### src/sv/assert_macros.svh
// assertion helpers, compiled out for synthesis
`ifndef ASSERT_MACROS_SVH
`define ASSERT_MACROS_SVH

`ifndef SYNTHESIS

// antecedent implies consequent in the same cycle
`define AST_IMPLY(lbl, clk, rstn, ante, cons) \
	lbl: assert property (@(posedge clk) disable iff (!(rstn)) (ante) |-> (cons)) \
		else $error("assertion failed");

// condition must hold at every clock edge out of reset
`define AST_ALWAYS(lbl, clk, rstn, cond) \
	lbl: assert property (@(posedge clk) disable iff (!(rstn)) (cond)) \
		else $error("assertion failed");

`else

`define AST_IMPLY(lbl, clk, rstn, ante, cons)
`define AST_ALWAYS(lbl, clk, rstn, cond)

`endif

`endif

### src/sv/ccdp_pkg.sv
package ccdp_pkg;

	localparam int KW_COUNT    = 12;
	localparam int FIRST_TIMED = 8;
	localparam int KW_CHARS    = 16;

	localparam logic [7:0] CH_SPACE = 8'h20;
	localparam logic [7:0] CH_COMMA = 8'h2c;
	localparam logic [7:0] CH_EQUAL = 8'h3d;
	localparam logic [7:0] CH_ZERO  = 8'h30;
	localparam logic [7:0] CH_NINE  = 8'h39;

	typedef logic [2:0] status_t;
	localparam status_t ST_OK        = 3'd0;
	localparam status_t ST_NO_EQUAL  = 3'd1;
	localparam status_t ST_BAD_DELTA = 3'd2;
	localparam status_t ST_UNKNOWN   = 3'd3;
	localparam status_t ST_EMPTY     = 3'd4;

	// keyword text, left aligned, padded with spaces (never compared past length)
	localparam logic [8*KW_CHARS-1:0] KW_TEXT [KW_COUNT] = '{
		"no-cache        ",
		"no-store        ",
		"no-transform    ",
		"only-if-cached  ",
		"public          ",
		"private         ",
		"must-revalidate ",
		"proxy-revalidate",
		"max-age         ",
		"max-stale       ",
		"min-fresh       ",
		"s-maxage        "
	};

	localparam logic [4:0] KW_LEN [KW_COUNT] = '{
		5'd8, 5'd8, 5'd12, 5'd14, 5'd6, 5'd7, 5'd15, 5'd16, 5'd7, 5'd9, 5'd9, 5'd8
	};

endpackage

### src/sv/cache_control_directive_parser_core.sv
// path: a request is held in the input register, then parsed into the result register once that is free or draining, and taken from there
// throughput: one byte per cycle while the result side does not stall, as keyword match and decimal accumulate are combinational
// a byte that closes no directive produces no result
// reset: arst_n low clears the parser to keyword start and empties both register stages at once
`include "assert_macros.svh"

module cache_control_directive_parser_core
	import ccdp_pkg::*;
#(
	parameter int DELTA_BITS = 31
) (
	input  logic                   clk,
	input  logic                   arst_n,
	// input request stream
	input  logic                   s_axis_tvalid,
	output logic                   s_axis_tready,
	input  logic [7:0]             s_axis_tdata,  // text_byte
	input  logic                   s_axis_tlast,  // end_of_value
	// result stream
	output logic                   m_axis_tvalid,
	input  logic                   m_axis_tready,
	// from bit 0 up: directive_code(4), delta_seconds(DELTA_BITS), has_delta(1),
	// status(3), zero pad to whole bytes
	output logic [((DELTA_BITS+8+7)/8)*8-1:0] m_axis_tdata,
	output logic                   m_axis_tlast   // last_result
);

	localparam int ACC_W = DELTA_BITS + 4;   // room for acc*10+digit before saturation check

	typedef enum logic [2:0] {
		PH_START       = 3'd0,
		PH_KEYWORD     = 3'd1,
		PH_DELTA_FIRST = 3'd2,
		PH_DELTA_MORE  = 3'd3,
		PH_DROP        = 3'd4
	} phase_t;

	// lowest candidate whose full length equals the position, else KW_COUNT
	function automatic logic [3:0] complete_kw(input logic [KW_COUNT-1:0] mask,
		input logic [4:0] pos);
		logic [3:0] r;
		r = 4'(KW_COUNT);
		for (int k = KW_COUNT - 1; k >= 0; k--) begin
			if (mask[k] && KW_LEN[k] == pos)
				r = 4'(k);
		end
		return r;
	endfunction

	// input register stage
	logic       valid_s1;
	logic [7:0] byte_s1;
	logic       end_s1;

	// parser state
	phase_t                phase_q;
	logic [KW_COUNT-1:0]   cand_q;
	logic [4:0]            pos_q;
	logic [3:0]            match_q;
	logic [DELTA_BITS-1:0] acc_q;

	// result register
	logic                  out_valid_q;
	logic [3:0]            out_code_q;
	logic [DELTA_BITS-1:0] out_delta_q;
	logic                  out_has_q;
	status_t               out_status_q;
	logic                  out_last_q;

	// handshake: the byte in stage 1 is parsed when the result slot is free or draining
	logic slot_free, fire;
	assign slot_free     = !out_valid_q || m_axis_tready;
	assign fire          = valid_s1 && slot_free;
	assign s_axis_tready = !valid_s1 || fire;

	// next state and result
	phase_t                ph_n;
	logic [KW_COUNT-1:0]   cand_n;
	logic [4:0]            pos_n;
	logic [3:0]            match_n;
	logic [DELTA_BITS-1:0] acc_n;
	logic                  emit;
	logic [3:0]            r_code;
	logic [DELTA_BITS-1:0] r_delta;
	logic                  r_has;
	status_t               r_status;
	logic                  r_last;
	logic                  clr;
	logic                  to_drop;

	// match helpers: in the start phase the keyword begins afresh
	logic [KW_COUNT-1:0] eff_cand, step_mask;
	logic [4:0]          eff_pos, pos_adv;
	logic [3:0]          kw_now, kw_next;
	logic                is_digit;
	logic [ACC_W-1:0]    acc_ext, acc_mul;
	logic                acc_sat;
	logic [DELTA_BITS-1:0] acc_digit;

	always_comb begin
		eff_cand = (phase_q == PH_START) ? {KW_COUNT{1'b1}} : cand_q;
		eff_pos  = (phase_q == PH_START) ? 5'd0 : pos_q;
		pos_adv  = (eff_pos != 5'd31) ? eff_pos + 5'd1 : eff_pos;
		for (int k = 0; k < KW_COUNT; k++) begin
			step_mask[k] = eff_cand[k] && (eff_pos < KW_LEN[k]) &&
				(KW_TEXT[k][8*(KW_CHARS-1-int'(eff_pos[3:0])) +: 8] == byte_s1);
		end
		kw_now  = complete_kw(eff_cand, eff_pos);
		kw_next = complete_kw(step_mask, pos_adv);
	end

	// decimal accumulate: acc*10 + digit as two shifts and adds, saturate on carry out
	always_comb begin
		is_digit  = byte_s1 inside {[CH_ZERO:CH_NINE]};
		acc_ext   = ACC_W'(acc_q);
		acc_mul   = (acc_ext << 3) + (acc_ext << 1) + ACC_W'(byte_s1[3:0]);
		acc_sat   = (acc_mul[ACC_W-1:DELTA_BITS] != 4'd0);
		acc_digit = acc_sat ? {DELTA_BITS{1'b1}} : acc_mul[DELTA_BITS-1:0];
	end

	always_comb begin
		ph_n     = phase_q;
		cand_n   = cand_q;
		pos_n    = pos_q;
		match_n  = match_q;
		acc_n    = acc_q;
		emit     = 1'b0;
		r_code   = 4'd0;
		r_delta  = '0;
		r_has    = 1'b0;
		r_status = ST_OK;
		r_last   = 1'b0;
		clr      = 1'b0;
		to_drop  = 1'b0;

		case (phase_q)
			PH_START, PH_KEYWORD: begin
				if (phase_q == PH_START && (byte_s1 inside {CH_SPACE, CH_COMMA})) begin
					// separator skip; a trailing one ends the value with nothing parsed
					if (end_s1) begin
						emit     = 1'b1;
						r_status = ST_EMPTY;
						r_last   = 1'b1;
						clr      = 1'b1;
					end
				end else if (byte_s1 == CH_COMMA) begin
					emit = 1'b1;
					clr  = 1'b1;
					if (kw_now < 4'(FIRST_TIMED)) begin
						r_code = kw_now;
						r_last = end_s1;
					end else begin
						r_status = (kw_now < 4'(KW_COUNT)) ? ST_NO_EQUAL : ST_UNKNOWN;
						r_last   = 1'b1;
						to_drop  = !end_s1;
					end
				end else if (byte_s1 == CH_EQUAL) begin
					if (kw_now >= 4'(FIRST_TIMED) && kw_now < 4'(KW_COUNT)) begin
						match_n = kw_now;
						acc_n   = '0;
						ph_n    = PH_DELTA_FIRST;
						if (end_s1) begin
							// '=' on the last byte: no digits
							emit     = 1'b1;
							r_status = ST_BAD_DELTA;
							r_last   = 1'b1;
							clr      = 1'b1;
						end
					end else begin
						emit     = 1'b1;
						r_status = ST_UNKNOWN;
						r_last   = 1'b1;
						clr      = 1'b1;
						to_drop  = !end_s1;
					end
				end else begin
					cand_n = step_mask;
					pos_n  = pos_adv;
					ph_n   = PH_KEYWORD;
					if (step_mask == '0) begin
						emit     = 1'b1;
						r_status = ST_UNKNOWN;
						r_last   = 1'b1;
						clr      = 1'b1;
						to_drop  = !end_s1;
					end else if (end_s1) begin
						emit = 1'b1;
						clr  = 1'b1;
						r_last = 1'b1;
						if (kw_next < 4'(FIRST_TIMED))
							r_code = kw_next;
						else
							r_status = (kw_next < 4'(KW_COUNT)) ? ST_NO_EQUAL : ST_UNKNOWN;
					end
				end
			end
			PH_DELTA_FIRST, PH_DELTA_MORE: begin
				if (is_digit) begin
					acc_n = acc_digit;
					ph_n  = PH_DELTA_MORE;
					if (end_s1) begin
						emit    = 1'b1;
						r_code  = match_q;
						r_delta = acc_digit;
						r_has   = 1'b1;
						r_last  = 1'b1;
						clr     = 1'b1;
					end
				end else if (byte_s1 == CH_COMMA && phase_q == PH_DELTA_MORE) begin
					emit    = 1'b1;
					r_code  = match_q;
					r_delta = acc_q;
					r_has   = 1'b1;
					r_last  = end_s1;
					clr     = 1'b1;
				end else begin
					emit     = 1'b1;
					r_status = ST_BAD_DELTA;
					r_last   = 1'b1;
					clr      = 1'b1;
					to_drop  = !end_s1;
				end
			end
			default: begin
				// drop to the end flag; unused codes act the same
				if (end_s1)
					clr = 1'b1;
			end
		endcase

		if (clr) begin
			ph_n    = to_drop ? PH_DROP : PH_START;
			cand_n  = {KW_COUNT{1'b1}};
			pos_n   = 5'd0;
			match_n = 4'd0;
			acc_n   = '0;
		end
	end

	// input register
	always_ff @(posedge clk or negedge arst_n) begin
		if (!arst_n) begin
			valid_s1 <= 1'b0;
		end else if (s_axis_tvalid && s_axis_tready) begin
			valid_s1 <= 1'b1;
		end else if (fire) begin
			valid_s1 <= 1'b0;
		end
	end

	always_ff @(posedge clk) begin
		if (s_axis_tvalid && s_axis_tready) begin
			byte_s1 <= s_axis_tdata;
			end_s1  <= s_axis_tlast;
		end
	end

	// parser state and result register, advanced once per parsed byte
	always_ff @(posedge clk or negedge arst_n) begin
		if (!arst_n) begin
			phase_q      <= PH_START;
			cand_q       <= {KW_COUNT{1'b1}};
			pos_q        <= 5'd0;
			match_q      <= 4'd0;
			acc_q        <= '0;
			out_valid_q  <= 1'b0;
			out_code_q   <= 4'd0;
			out_delta_q  <= '0;
			out_has_q    <= 1'b0;
			out_status_q <= ST_OK;
			out_last_q   <= 1'b0;
		end else begin
			if (fire) begin
				phase_q     <= ph_n;
				cand_q      <= cand_n;
				pos_q       <= pos_n;
				match_q     <= match_n;
				acc_q       <= acc_n;
				out_valid_q <= emit;
			end else if (m_axis_tready) begin
				out_valid_q <= 1'b0;
			end
			if (fire && emit) begin
				out_code_q   <= r_code;
				out_delta_q  <= r_delta;
				out_has_q    <= r_has;
				out_status_q <= r_status;
				out_last_q   <= r_last;
			end
		end
	end

	always_comb begin
		m_axis_tdata                             = '0;
		m_axis_tdata[3:0]                        = out_code_q;
		m_axis_tdata[DELTA_BITS+3:4]             = out_delta_q;
		m_axis_tdata[DELTA_BITS+4]               = out_has_q;
		m_axis_tdata[DELTA_BITS+7:DELTA_BITS+5]  = out_status_q;
	end

	assign m_axis_tvalid = out_valid_q;
	assign m_axis_tlast  = out_last_q;

	// error results always close the value and carry no directive
	`AST_IMPLY(a_err_closes, clk, arst_n, out_valid_q && out_status_q != ST_OK,
		out_last_q && out_code_q == 4'd0 && !out_has_q)
	// a timed result only names a timed keyword
	`AST_IMPLY(a_has_timed, clk, arst_n, out_valid_q && out_has_q,
		out_code_q >= 4'(FIRST_TIMED) && out_code_q < 4'(KW_COUNT))
	// while inside a keyword at least one candidate is alive and position stays in range
	`AST_IMPLY(a_kw_alive, clk, arst_n, phase_q == PH_KEYWORD,
		cand_q != '0 && pos_q <= 5'd16)
	// delta phases only follow a timed keyword
	`AST_IMPLY(a_delta_timed, clk, arst_n,
		phase_q == PH_DELTA_FIRST || phase_q == PH_DELTA_MORE,
		match_q >= 4'(FIRST_TIMED) && match_q < 4'(KW_COUNT))

endmodule

### config.mk
export PLATFORM = sky130hd
export DESIGN_NAME = cache_control_directive_parser_core
export DESIGN_NICKNAME = d
export VERILOG_FILES = /design/src/sv/ccdp_pkg.sv /design/src/sv/cache_control_directive_parser_core.sv
export VERILOG_INCLUDE_DIRS = /design/src /design/src/sv
export SDC_FILE = /design/constraint.sdc
export NUM_CORES = 1
export LEC_CHECK = 0
export BUFFER_PORTS_ARGS = -buffer_cell sky130_fd_sc_hd__buf_2
export CAP_MARGIN = 20
export CORE_MARGIN = 1
export CORE_UTILIZATION = 36
export CTS_BUF_LIST = sky130_fd_sc_hd__clkbuf_4
export DETAILED_ROUTE_END_ITERATION = 10
export GPL_TIMING_DRIVEN = 0
export MAX_ROUTING_LAYER = met4
export PLACE_DENSITY = 0.53
export RECOVER_POWER = 100
export SYNTH_ARGS = -nofsm -noshare
export SYNTH_HDL_FRONTEND = slang
export SYNTH_SLANG_ARGS = --single-unit
### constraint.sdc
create_clock -name clk -period 4.1 [get_ports clk]
set_input_delay 0.41 -clock clk [delete_from_list [all_inputs] [get_ports clk]]
set_output_delay 0.41 -clock clk [all_outputs]
set_load 0.005 [all_outputs]
# == Word level (Yosys, flattened, before mapping) ==
# Index checks and enable logic that the tools add are counted.
# op_classes
n_addsub,4
n_lt_le_gt_ge,15
n_eq_ne,44
shifts,12
mux,120
n_reduce_logical,76
# ops
operator,n
128-bit by 8-bit variable part select with 8-bit output (first input constant),12
31-bit two-way mux,11
4-bit two-way mux,35
8-bit equality test,12
12-bit two-way mux,6
31-bit case mux with 2 select lines,1
1-bit logical AND,55
3-bit two-way mux,17
4-bit by 5-bit equality test with 1-bit output (first input constant),10
34-bit by 32-bit adder with 35-bit output,1
35-bit by 4-bit adder with 35-bit output,1
5-bit two-way mux,7
1-bit two-way mux,27
5-bit by 4-bit < comparator with 1-bit output (second input constant),5
8-bit by 6-bit equality test with 1-bit output (second input constant),3
3-bit by 5-bit equality test with 1-bit output (first input constant),4
2-bit two-way mux,9
4-bit < comparator (second input constant),4
3-bit inequality test (second input constant),5
12-bit zero test,1
3-bit case mux with 2 select lines,2
6-bit AND reduction,2
2-bit nonzero test,6
5-bit equality test (first input constant),2
other kinds (22),33
# word_totals
ff_bits,106
input_bits,13
output_inout_bits,43
word_cells,285

# == Longest topological paths before layout ==
# Gate-level depths: netlist (run 1).
# depth
depth_word,28
depth_mapped,20
depth_no_buf,15

# == Worst setup path before layout (run 1) ==
# Ideal clock, no wire load.
# synth_path
path_kind,register to register
startpoint,reg phase_q[1]
endpoint,reg out_last_q (netlist: m_axis_tlast)
setup_ns,0.125
arrival_ns,4.187
required_ns,3.975
slack_ns,-0.212
stages_incl_launch_ff,18
path_buffers,4
synth_period_minus_slack_ns,4.312
path_cell_list,dfrtp_1 buf_4 or3_4 buf_6 clkbuf_1 nand2_1 ha_1 clkbuf_1 nor3b_1 o41ai_1 o2bb2ai_1 a32oi_1 a211oi_1 a2111oi_4 nand3_2 a311o_2 a21oi_1 mux2_2
# synth_via
elab_chain_cells,24
elab_cells_between_ends,117
cone_classes,1 x add/sub; 11 x order compare; 23 x eq/ne; 12 x shift; 26 x mux; 44 x reduce/logical
# synth_lines
element,line,rtl
"start, declared",cache_control_directive_parser_core.sv:56,phase_t phase_q;
"start signal, assigned",cache_control_directive_parser_core.sv:274,phase_q <= ph_n;
3-bit zero test,n/a,
5-bit two-way mux,cache_control_directive_parser_core.sv:102,eff_pos = (phase_q == PH_START) ? 5'd0 : pos_q;
4-bit by 5-bit equality test with 1-bit output,cache_control_directive_parser_core.sv:44,if (mask[k] && KW_LEN[k] == pos)
1-bit logical AND,cache_control_directive_parser_core.sv:44,
3-bit two-way mux (4 in a row),cache_control_directive_parser_core.sv:44,
4-bit two-way mux (8 in a row),cache_control_directive_parser_core.sv:44,
4-bit greater-or-equal comparator or 4-bit < comparator (tied branches),cache_control_directive_parser_core.sv:158,if (kw_now >= 4'(FIRST_TIMED) && kw_now < 4'(KW_COUNT)) begin
1-bit logical AND,cache_control_directive_parser_core.sv:158,
1-bit two-way mux,cache_control_directive_parser_core.sv:158,
1-bit two-way mux,cache_control_directive_parser_core.sv:157,end else if (byte_s1 == CH_EQUAL) begin
1-bit two-way mux,cache_control_directive_parser_core.sv:146,end else if (byte_s1 == CH_COMMA) begin
1-bit two-way mux,cache_control_directive_parser_core.sv:138,"if (phase_q == PH_START && (byte_s1 inside {CH_SPACE, CH_COMMA})) begin"
1-bit case mux with 2 select lines,cache_control_directive_parser_core.sv:136,case (phase_q)
1-bit logical AND,cache_control_directive_parser_core.sv:283,if (fire && emit) begin
"end signal, assigned",cache_control_directive_parser_core.sv:288,out_last_q <= r_last;
"end, declared",cache_control_directive_parser_core.sv:68,logic out_last_q;
# Several ways; a longest one is shown, not always the timed one.
# A chain may end at the register's enable or synchronous reset.

# == Worst setup path in the final report (run 1) ==
# layout_path
startpoint,reg phase_q[0]
endpoint,reg out_delta_q[15]
# layout_via
elab_chain_cells,24
elab_cells_between_ends,113
cone_classes,1 x add/sub; 10 x order compare; 23 x eq/ne; 12 x shift; 23 x mux; 44 x reduce/logical
# layout_lines
element,line,rtl
3-bit zero test,n/a,
5-bit two-way mux,cache_control_directive_parser_core.sv:102,
4-bit by 5-bit equality test with 1-bit output,cache_control_directive_parser_core.sv:44,
1-bit logical AND,cache_control_directive_parser_core.sv:44,
3-bit two-way mux (4 in a row),cache_control_directive_parser_core.sv:44,
4-bit two-way mux (8 in a row),cache_control_directive_parser_core.sv:44,
4-bit greater-or-equal comparator or 4-bit < comparator (tied branches),cache_control_directive_parser_core.sv:158,
1-bit logical AND,cache_control_directive_parser_core.sv:158,
1-bit two-way mux,cache_control_directive_parser_core.sv:158,
1-bit two-way mux,cache_control_directive_parser_core.sv:157,
1-bit two-way mux,cache_control_directive_parser_core.sv:146,
1-bit two-way mux,cache_control_directive_parser_core.sv:138,
1-bit case mux with 2 select lines,cache_control_directive_parser_core.sv:136,
1-bit logical AND,cache_control_directive_parser_core.sv:283,
"end signal, assigned",cache_control_directive_parser_core.sv:285,out_delta_q <= r_delta;
"end, declared",cache_control_directive_parser_core.sv:65,logic [DELTA_BITS-1:0] out_delta_q;
# Several ways; a longest one is shown, not always the timed one.

==> results of run 1 <==
power groups by stage:
stage	Clock (uW)	Combinational, uW	Sequential (uW)
4_1_cts	624	2220	1370
5_1_grt	660	2780	1400
3_5_place_dp	0	1760	1380
3_3_place_gp	0	1760	1390
6_report	609	2660	1390
2_1_floorplan	0	1200	1310
cells in the final DEF (no fill, tap or decap), types with 26 or more instances in the layout:
| master | n |
|---|---|
| nand3_1 | 35 |
| nand2_1 | 71 |
| inv_1 | 46 |
| buf_4 | 54 |
| clkbuf_1 | 58 |
| o21ai_0 | 62 |
| nor2_1 | 91 |
| a21oi_1 | 104 |
| buf_2 | 46 |
| xor2_1 | 26 |
| ha_1 | 67 |
| xnor2_1 | 48 |
| dfrtp_1 | 84 |
| o41ai_2 | 29 |
| nor3_1 | 27 |
worst max-delay path, stage by stage (launching register included):
cell	delay, ns
dfrtp_2	0.51
buf_6	0.18
o31ai_4	0.43
buf_6	0.24
ha_4	0.19
clkinvlp_4	0.17
nor4_1	0.57
a2111oi_4	0.13
nor3_1	0.34
nand3_2	0.20
and4_1	0.24
and3_4	0.21
o211ai_4	0.20
buf_12	0.16
buf_12	0.16
clkbuf_16	0.17
o41ai_2	0.08
what timing repair did:
action | in CTS | in global routing
pin swaps | 28 | 31
setup endpoints to repair | 96 | 96
cloned | 3 | 6
buffers inserted | 26 | 25
hold buffers | 10 | 0
gates resized for setup | 178 | 128
endpoints found under the hold margin | 57 | 0
logic make-up (layout without fill, tap and decap cells):
logic type      Yosys count  count (layout)
compound gates          415             415
flops                   106             106
other cells               1               3
xor+xnor                 78              78
fa+ha+maj                78              78
mux                      12              12
simple gates            413             413
buf+inv                 149             283
synthesized netlist by cell type (21+ instances only):
cell type  count  area share
a21oi_1      113       0.056
o21ai_0       98       0.049
nand2_1       96       0.036
nor2_1        91       0.034
dfrtp_1       85        0.21
ha_1          76       0.094
xnor2_1       52       0.045
clkbuf_1      50       0.019
inv_1         50       0.019
nand3_1       37       0.018
o41ai_1       33       0.029
nor3_1        30       0.015
xor2_1        26       0.023
nor2b_1       24       0.015
buf_2         21       0.010
how the worst min path moves through the flow:
stage / startpoint / endpoint / slack (ns) / cells after the start
2_1_floorplan: arst_n / acc_q[0]$_DFFE_PN0P_ / 0.11 / 0
3_3_place_gp: out_delta_q[18]$_DFFE_PN0P_ / out_delta_q[18]$_DFFE_PN0P_ / 0.46 / 2
4_1_cts: s_axis_tvalid / valid_s1$_DFFE_PN0P_ / 0.01 / 2
6_report: s_axis_tvalid / valid_s1$_DFFE_PN0P_ / 0.06 / 2
3_5_place_dp: out_delta_q[14]$_DFFE_PN0P_ / out_delta_q[14]$_DFFE_PN0P_ / 0.46 / 2
5_1_grt: s_axis_tvalid / valid_s1$_DFFE_PN0P_ / 0.03 / 2
state kept, by name, indices dropped and copies added (netlist names), 3 cells and up:
signal / flops
acc_q: 31
byte_s1: 8
cand_q: 12
match_q: 4
out_code_q: 4
out_delta_q: 31
out_status_q: 3
phase_q: 3
pos_q: 5
routing by layer:
metal	vias up	wire length (um)	global-route usage	part of all wire
met3	71	3550	0.0765	0.087
met2	465	16900	0.400	0.42
li1	4901	-	-	-
met5	-	0	-	0
met4	0	877	0.0862	0.022
met1	5179	19300	0.403	0.47
layout make-up:
type / instances / area [um^2] / share of cell area
multi-input combinational: 997 / 7720 / 0.597
sequential: 106 / 2710 / 0.210
timing repair buffer: 124 / 1000 / 0.0777
buffer: 91 / 674 / 0.0521
tap: 372 / 465 / 0.0360
inverter: 52 / 208 / 0.0161
clock buffer: 10 / 75.1 / 0.00580
clock inverter: 6 / 65.1 / 0.00503
antenna: 2 / 5.00 / 0.000387
metrics by stage:
| step | setup TNS [ns] | area, um^2 | hold WS (ns) | total power (uW) | setup WS (ns) |
|---|---|---|---|---|---|
| global route | -19.62 | 12900 | 0.0332 | 4840 | -0.266 |
| CTS | -12.98 | 12100 | 0.0113 | 4220 | -0.212 |
| finish | -11.42 | 12900 | 0.0575 | 4660 | -0.216 |
| detailed placement | -125.46 | 10900 | 0.458 | 3140 | -1.45 |
| floorplan | 0 | 10100 | 0.114 | 2510 | 0.0432 |
| global placement | -136.88 | 10800 | 0.457 | 3150 | -1.64 |
==> results.cfg, run 1 <==
[run]
drv_cap = 1

[floorplan]
initial_core_util = 0.370
num_io_pins = 56
fp.dieW_um = 169
die_h_um = 169
core_um2 = 27300
dieArea_um2 = 28700
placement_rows = 60

[synthesis]
yosys_warnings = 0
synthArstFlopShare = 0.915
ys.flop_type = dfrtp_1
synth.distinct_cells = 95
synth_compound_area_frac = 0.273
synth_fa_ha_area_frac = 0.0982
yosys.area_share.simple = 0.213
synth.yosys.seq_area_share = 0.269
synth.avg_cell_area_um2 = 8.06
synth-edff-count = 9
muxShareOfSynthArea = 0.0124
netlist_instances = 1252
synth_nets = 1343
netlist_area_um2 = 10100
synth_top_family_by_area = compound AO/OA/AOI/OAI gates
ys_ff_latch = 106
synthXorXnorAreaFrac = 0.0677

[cells_and_area]
area_growth_pct = 28.2
fillCellCount = 2696
final_util = 0.475
final_cells = 1760
final_nets = 1472
drive_gt1_frac = 0.253

[route]
firstDrtPassIters = 7
drt_iter0_markers = 959
ant_nets = 0
avgRoutedWirePerCell_um = 23.1
vias_per_cell = 6.03
num_vias = 10600
drt-total-wl_um = 40600
drc = 0

[sta]
drv_slew = 61
max_freq_ghz = 0.232
clock_skew_ns = 0.0258
setup_viol = 93
fin_crit_ns = 4.32
rsz0062_at_grt = yes
final-hold-violation-count = 0
timing.final.crit_share = 1.05
timing.final.ws_setup_ns = -0.216
slew_headroom = -1.32
tightest_slew_ns = 3.48

[power_and_ir_drop]
vdd_drop_max_uv = 158
cellPowerDensity_nw_per_um2 = 360
p_sw_frac = 0.462
power.share.clock = 0.131
pwr-share-seq = 0.298
p_sw_uw = 2150
leakagePower_uw = 0.00562
p_comb_frac = 0.572
power.internal_uw = 2510

[setup_path]
end_kind = flop
critPathRequiredTime_ns = 4.51
start_kind = flop
reg2reg_to = out_delta_q[15]$_DFFE_PN0P_
worst-r2r-cell-count = 16
endpoint = out_delta_q[15]$_DFFE_PN0P_
worstPathArrival_ns = 4.73
crit_start = phase_q[0]$_DFFE_PN0P_
path_max_fanout = 10
r2r_setup_slack_ns = -0.22
worst-setup-path-type = flop to flop
crit-reg2reg-launch = phase_q[0]$_DFFE_PN0P_

[global_route]
grtUsageTotal = 0.288
antenna_found_initial = 2
grt_pass1_vias = 10100
grt_max_degree = 62
grt_overflow = 0
grt_first_pass_wirelength_um = 60800

[outcome]
violations = max-capacitance violations, max-slew violations, negative setup slack
status = complete, but fails checks

[clock_tree]
cts_tree = built
root_buffer = clkbuf_4
cts-htree-levels = 3
cts.sinks = 106
clk_path_buf_depth = 2
numCtsBuffers = 9
clk_latency_ns = 0.54
cts.clk_slew.worst_paths_ns = 0.19

[hold_path]
hold_class = input pin to flop

[placement]
placedCellCount = 1680
port_buffers = 54
gp_congestion = 1.00
dp.final_hpwl_um = 28900
Note: power is estimated with default switching activity, not from simulation.
==> run 2: changes to the inputs <==
Settings changed: CORE_MARGIN 1 to 2, RECOVER_POWER 100 to default.
==> run 2 against run 1 <==
  * The flow finishes with violations (negative setup slack)
  * Non-clock buffer count is 1 lower
  * Maximum frequency is 0.91% higher
  * Sequential share of layout area is 0.76 points lower
  * Largest cell class unchanged
  * Die area is 2.4% higher
  * Routed wire length is 3.0% higher
  * Sequential power hardly changed
  * First-iteration DRC count is 12% higher
  * Register-to-register slack better by 0.04 ns
  * Largest power group unchanged
  * Clock-buffer cell count is 1 lower
  * Power is 4.4% higher
  * Clock power is 1% higher
==> results.cfg, run 2 (synthesized netlist as in run 1, its figures left out) <==
[setup_path]
end_kind = flop
path_max_fanout = 7
critPathRequiredTime_ns = 4.52
crit_path_max_incr_delay_ns = 0.60
crit_chain = buf_6, or3_4, buf_12, nand2_8, clkinvlp_4, buf_12, ha_4, buf_6, mux2i_4, o211ai_1, a21oi_1, o2111ai_2, or4_4, and4_4, and3_4, buf_4, a211oi_4, o211ai_1, mux2_4
cp_num_buf_inv = 6
cp_slowest_cell = or4_4
worstPathArrival_ns = 4.70
crit_family = simple AND/OR/NAND/NOR gates
start_kind = flop
worst-setup-path-type = flop to flop

[clock_tree]
cts_tree = built
clk_latency_ns = 0.54
cts.clk_slew.worst_paths_ns = 0.22
cts.sinks = 106
root_buffer = clkbuf_4
cts-htree-levels = 3
numCtsBuffers = 9
clk_path_buf_depth = 2

[route]
num_vias = 10700
ant_nets = 0
firstDrtPassIters = 8
drt-total-wl_um = 41800
vias_per_cell = 6.06
drt_iter0_markers = 1073
avgRoutedWirePerCell_um = 23.7
drc = 0

[placement]
dp.final_hpwl_um = 29400
gp_congestion = 0.980
placed_area_um2 = 10900
place_ws_ns = -1.55
port_buffers = 54

[sta]
timing.final.ws_setup_ns = -0.178
tightest_slew_ns = 1.21
final-hold-violation-count = 0
clock_skew_ns = 0.0354
drv_slew = 0
fin_hold_ws_ns = 0.0345
timing.final.crit_share = 1.04
slew_headroom = 0.195
max_freq_ghz = 0.234
fin_crit_ns = 4.28
rsz0062_at_grt = yes
setup_viol = 80

[floorplan]
fp.dieW_um = 171
dieArea_um2 = 29400
die_h_um = 171
num_io_pins = 56
initial_core_util = 0.364
core_um2 = 27700
placement_rows = 61

[power_and_ir_drop]
power.internal_uw = 2540
p_sw_frac = 0.477
totalPowerFinal_uw = 4860
cellPowerDensity_nw_per_um2 = 362
vdd_drop_max_uv = 206
p_comb_frac = 0.591
power.share.clock = 0.126
p_sw_uw = 2320
pwr-share-seq = 0.283
leakagePower_uw = 0.00592

[cells_and_area]
fillCellCount = 2659
final_util = 0.485
mostFrequentLayoutCells = a21oi_1 (105), nor2_1 (89), dfrtp_1 (83), buf_2 (69), ha_1 (65)
area_growth_pct = 33.1
final_nets = 1471
finish.instance_area_um2 = 13400
drive_gt1_frac = 0.308
final_common_cell = a21oi_1
reg_top3 = acc_q: 31 flops, out_delta_q: 31 flops, cand_q: 12 flops

[global_route]
antenna_found_initial = 1
grt_first_pass_wirelength_um = 61200
grt_overflow = 0
grt_max_degree = 67
grtUsageTotal = 0.284
grt_pass1_vias = 9981

[outcome]
violations = negative setup slack
status = complete, but fails checks

[run]
drv_cap = 0

[hold_path]
hold_class = input pin to flop
run 2: routing by layer:
metal  global-route usage  part of all wire
met1                0.399              0.45
met2                0.415              0.44
met3               0.0472             0.081
met4               0.0921             0.030
met5                    -                 0
run 2: worst paths after layout:
| path | startpoint | to | slack [ns] | cells past startpoint |
|---|---|---|---|---|
| setup / recovery | phase_q[1]$_DFFE_PN0P_ | m_axis_tlast$_DFFE_PN0P_ | -0.18 | 19 |
| min in group asynchronous | arst_n | acc_q[2]$_DFFE_PN0P_ | 0.37 | 2 |
| hold reg to reg | out_code_q[1]$_DFFE_PN0P_ | out_code_q[1]$_DFFE_PN0P_ | 0.51 | 2 |
| setup reg to reg | phase_q[1]$_DFFE_PN0P_ | m_axis_tlast$_DFFE_PN0P_ | -0.18 | 19 |
| max in group asynchronous | arst_n | acc_q[7]$_DFFE_PN0P_ | 2.98 | 3 |
| hold / removal | s_axis_tdata[6] | byte_s1[6]$_DFFE_PP_ | 0.03 | 1 |
run 2: cell type report:
class                           instances  area, um^2  area share
Buffer                                 91         706      0.0526
Timing Repair Buffer                  123        1080      0.0802
Antenna cell                            1        2.50    0.000186
Sequential cell                       106        2720       0.202
Multi-Input combinational cell        997        8110       0.604
Inverter                               52         205      0.0153
Clock buffer                            9        67.6     0.00503
Tap cell                              378         473      0.0352
Clock inverter                          7        70.1     0.00522
run 2: stage by stage:
stage	std cells	TNS [ns]
floorplan	1252	0
global placement	1684	-127.74
detailed placement	1686	-124.78
CTS	1731	-9.60
global route	1764	-13.51
finish	1764	-7.79
run 2: repair_timing:
action                                 CTS  global route
hold buffers                             1             0
pin swaps                               33            80
gates resized for setup                141           255
endpoints found under the hold margin   19             0
setup endpoints to repair               96            96
setup buffers                           30            26
cloned                                   3            10
run 2: worst reg2reg max path, stage by stage, from the launching register on:
cell        delay, ns
dfrtp_1          0.42
buf_6            0.12
or3_4            0.38
buf_12           0.15
nand2_8          0.09
clkinvlp_4       0.14
buf_12           0.15
ha_4             0.18
buf_6            0.12
mux2i_4          0.14
o211ai_1         0.12
a21oi_1          0.20
o2111ai_2        0.14
or4_4            0.61
and4_4           0.23
and3_4           0.16
buf_4            0.15
a211oi_4         0.26
o211ai_1         0.13
mux2_4           0.28
run 2: power groups by stage:
stage / Sequential, uW / Clock (uW) / Combinational, uW
floorplan: 1310 / 0 / 1200
global route: 1390 / 659 / 2990
global placement: 1380 / 0 / 1770
detailed placement: 1380 / 0 / 1760
finish: 1380 / 615 / 2870
CTS: 1360 / 631 / 2200
==> run 3: changes to the inputs <==
Settings changed: PLACE_DENSITY 0.53 to 0.51.
Clock period 4.1 ns to 5.3 ns, I/O delays scaled along.
==> run 3 against run 2 <==
  * Via count fell by 5.1%
  * The run now ends clean
  * Global-route usage is 1.3 points lower
  * Combinational power is 49% lower
  * Power decreased by 38%
  * Register-to-register slack better by 0.35 ns
  * Setup slack improved by 0.35 ns
  * Clock skew down 0.013 ns
  * Core utilization shrank 8.3 points
  * Non-clock buffer count decreased by 60
==> results.cfg, run 3 (synthesized netlist as in run 1, its figures left out) <==
[route]
ant_nets = 0
vias_per_cell = 5.95
drc = 0
firstDrtPassIters = 5
drt_iter0_markers = 906
num_vias = 10100
drt-total-wl_um = 38100
avgRoutedWirePerCell_um = 22.3

[run]
drv_cap = 0

[setup_path]
worstPathArrival_ns = 5.55
start_kind = flop
crit_start = phase_q[2]$_DFFE_PN0P_
crit_path_max_incr_delay_ns = 0.50
crit-reg2reg-launch = phase_q[2]$_DFFE_PN0P_
crit_chain = buf_2, or3_4, buf_6, buf_2, nand2_4, inv_1, ha_1, clkbuf_2, or2_2, a31oi_1, mux2i_1, o2111ai_1, a211oi_2, a2111oi_4, nand3_2, a311o_2, a21oi_4, clkbuf_4, o21ai_0
end_kind = flop
path_common_cell = buf_2
path_max_fanout = 10
worst-setup-path-type = flop to flop
critPathRequiredTime_ns = 5.73
cp_slowest_cell = a311o_2

[global_route]
grt_max_degree = 63
grt_pass1_vias = 9702
grt_overflow = 0
antenna_found_initial = 1
grtUsageTotal = 0.271
grt_first_pass_wirelength_um = 58800

[floorplan]
initial_core_util = 0.364
core_um2 = 27700
dieArea_um2 = 29400
die_h_um = 171
fp.dieW_um = 171
placement_rows = 61
num_io_pins = 56

[sta]
clock_skew_ns = 0.0222
final-hold-violation-count = 0
fin_crit_ns = 5.13
fin_hold_ws_ns = 0.177
timing.final.ws_setup_ns = 0.172
slew_headroom = 0.485
drv_slew = 0
tightest_slew_ns = 0.766
timing.final.crit_share = 0.968
max_freq_ghz = 0.195
rsz0062_at_grt = no
setup_viol = 0

[hold_path]
min-delay-start = s_axis_tdata[0]
hold_class = input pin to flop

[clock_tree]
numCtsBuffers = 9
root_buffer = clkbuf_4
cts.clk_slew.worst_paths_ns = 0.17
post_cts.repair.setup_buffers = 0
cts_tree = built
cts-htree-levels = 3
cts.sinks = 106
clk_latency_ns = 0.52
clk_path_buf_depth = 2

[cells_and_area]
drive_gt1_frac = 0.131
mostFrequentLayoutCells = a21oi_1 (113), o21ai_0 (98), nand2_1 (95), nor2_1 (91), dfrtp_1 (85)
final_nets = 1411
area_growth_pct = 10.4
final_common_cell = a21oi_1
final_cells = 1704
final_util = 0.402
reg_top3 = acc_q: 31 flops, out_delta_q: 31 flops, cand_q: 12 flops

[power_and_ir_drop]
totalPowerFinal_uw = 3010
cellPowerDensity_nw_per_um2 = 270
leakagePower_uw = 0.00492
vdd_drop_max_uv = 127

[outcome]
status = finished, final reports clean

[placement]
port_buffers = 54
place_ws_ns = -0.753
placedCellCount = 1687
dp.final_hpwl_um = 29100
gp_congestion = 0.963
-- run 3: changes by cell type in the layout (fill, tap and decap cells not counted), moves of 11 or more --
cell	change
clkbuf_1	+11
nand2_1	+34
o41ai_4	-12
o21ai_0	+39
clkbuf_16	-11
ha_1	+11
o21ai_2	-33
o41ai_2	-18
o41ai_1	+30
buf_4	-39
nand2_4	-25
buf_12	-13
-- run 3: layout make-up --
type / count / area, um^2
well taps: 378 / 473
repair buffers: 58 / 320
clock inverters: 5 / 80.1
clock buffers: 10 / 75.1
inverters: 52 / 195
flip-flops and latches: 106 / 2710
multi-input cells: 997 / 6780
diodes: 2 / 5.00
plain buffers: 96 / 492
fillers: 2904 / 16600
-- run 3: stage by stage --
step / setup TNS [ns] / cell area, um^2
global route: 0 / 11100
global placement: -72.58 / 10800
finish: 0 / 11100
detailed placement: -55.74 / 10900
CTS: 0 / 11100
floorplan: 0 / 10100
-- run 3: final timing paths --
path	to	slack, ns	depth (start not counted)
worst max-delay path	acc_q[10]$_DFFE_PN0P_	0.17	19
worst min-delay path	byte_s1[0]$_DFFE_PP_	0.18	1
worst max register to register	acc_q[10]$_DFFE_PN0P_	0.17	19
worst min register to register	out_delta_q[1]$_DFFE_PN0P_	0.49	2
max in group asynchronous	acc_q[6]$_DFFE_PN0P_	4.10	3
min in group asynchronous	pos_q[3]$_DFFE_PN0P_	0.49	2
-- run 3: report_power, final --
| group | switching, uW | internal, uW |
|---|---|---|
| clock network | 299 | 195 |
| registers | 127 | 939 |
| logic | 977 | 469 |
-- run 3: critical path, delay by kind of cell, from the launching register on --
kind / cells / cell delay (ns)
and+or+nand+nor: 4 / 1.11
buffers and inverters: 6 / 1.28
adders and majority gates: 1 / 0.26
AOI/OAI and AO/OA: 7 / 1.84
muxes: 1 / 0.12
DFF: 1 / 0.39
-- run 3: routing by layer --
metal / wire (um) / GRT usage / vias to the layer above
li1: - / - / 4765
met1: 18600 / 0.397 / 4931
met2: 16100 / 0.391 / 393
met3: 2510 / 0.0377 / 58
met4: 812 / 0.0718 / 0
met5: 0 / - / -
-- run 3: what timing repair did --
item,in CTS,in global routing
hold buffers,1,0
hold endpoints to repair,23,0
endpoints found under the setup margin,96,91
resized for setup,9,19
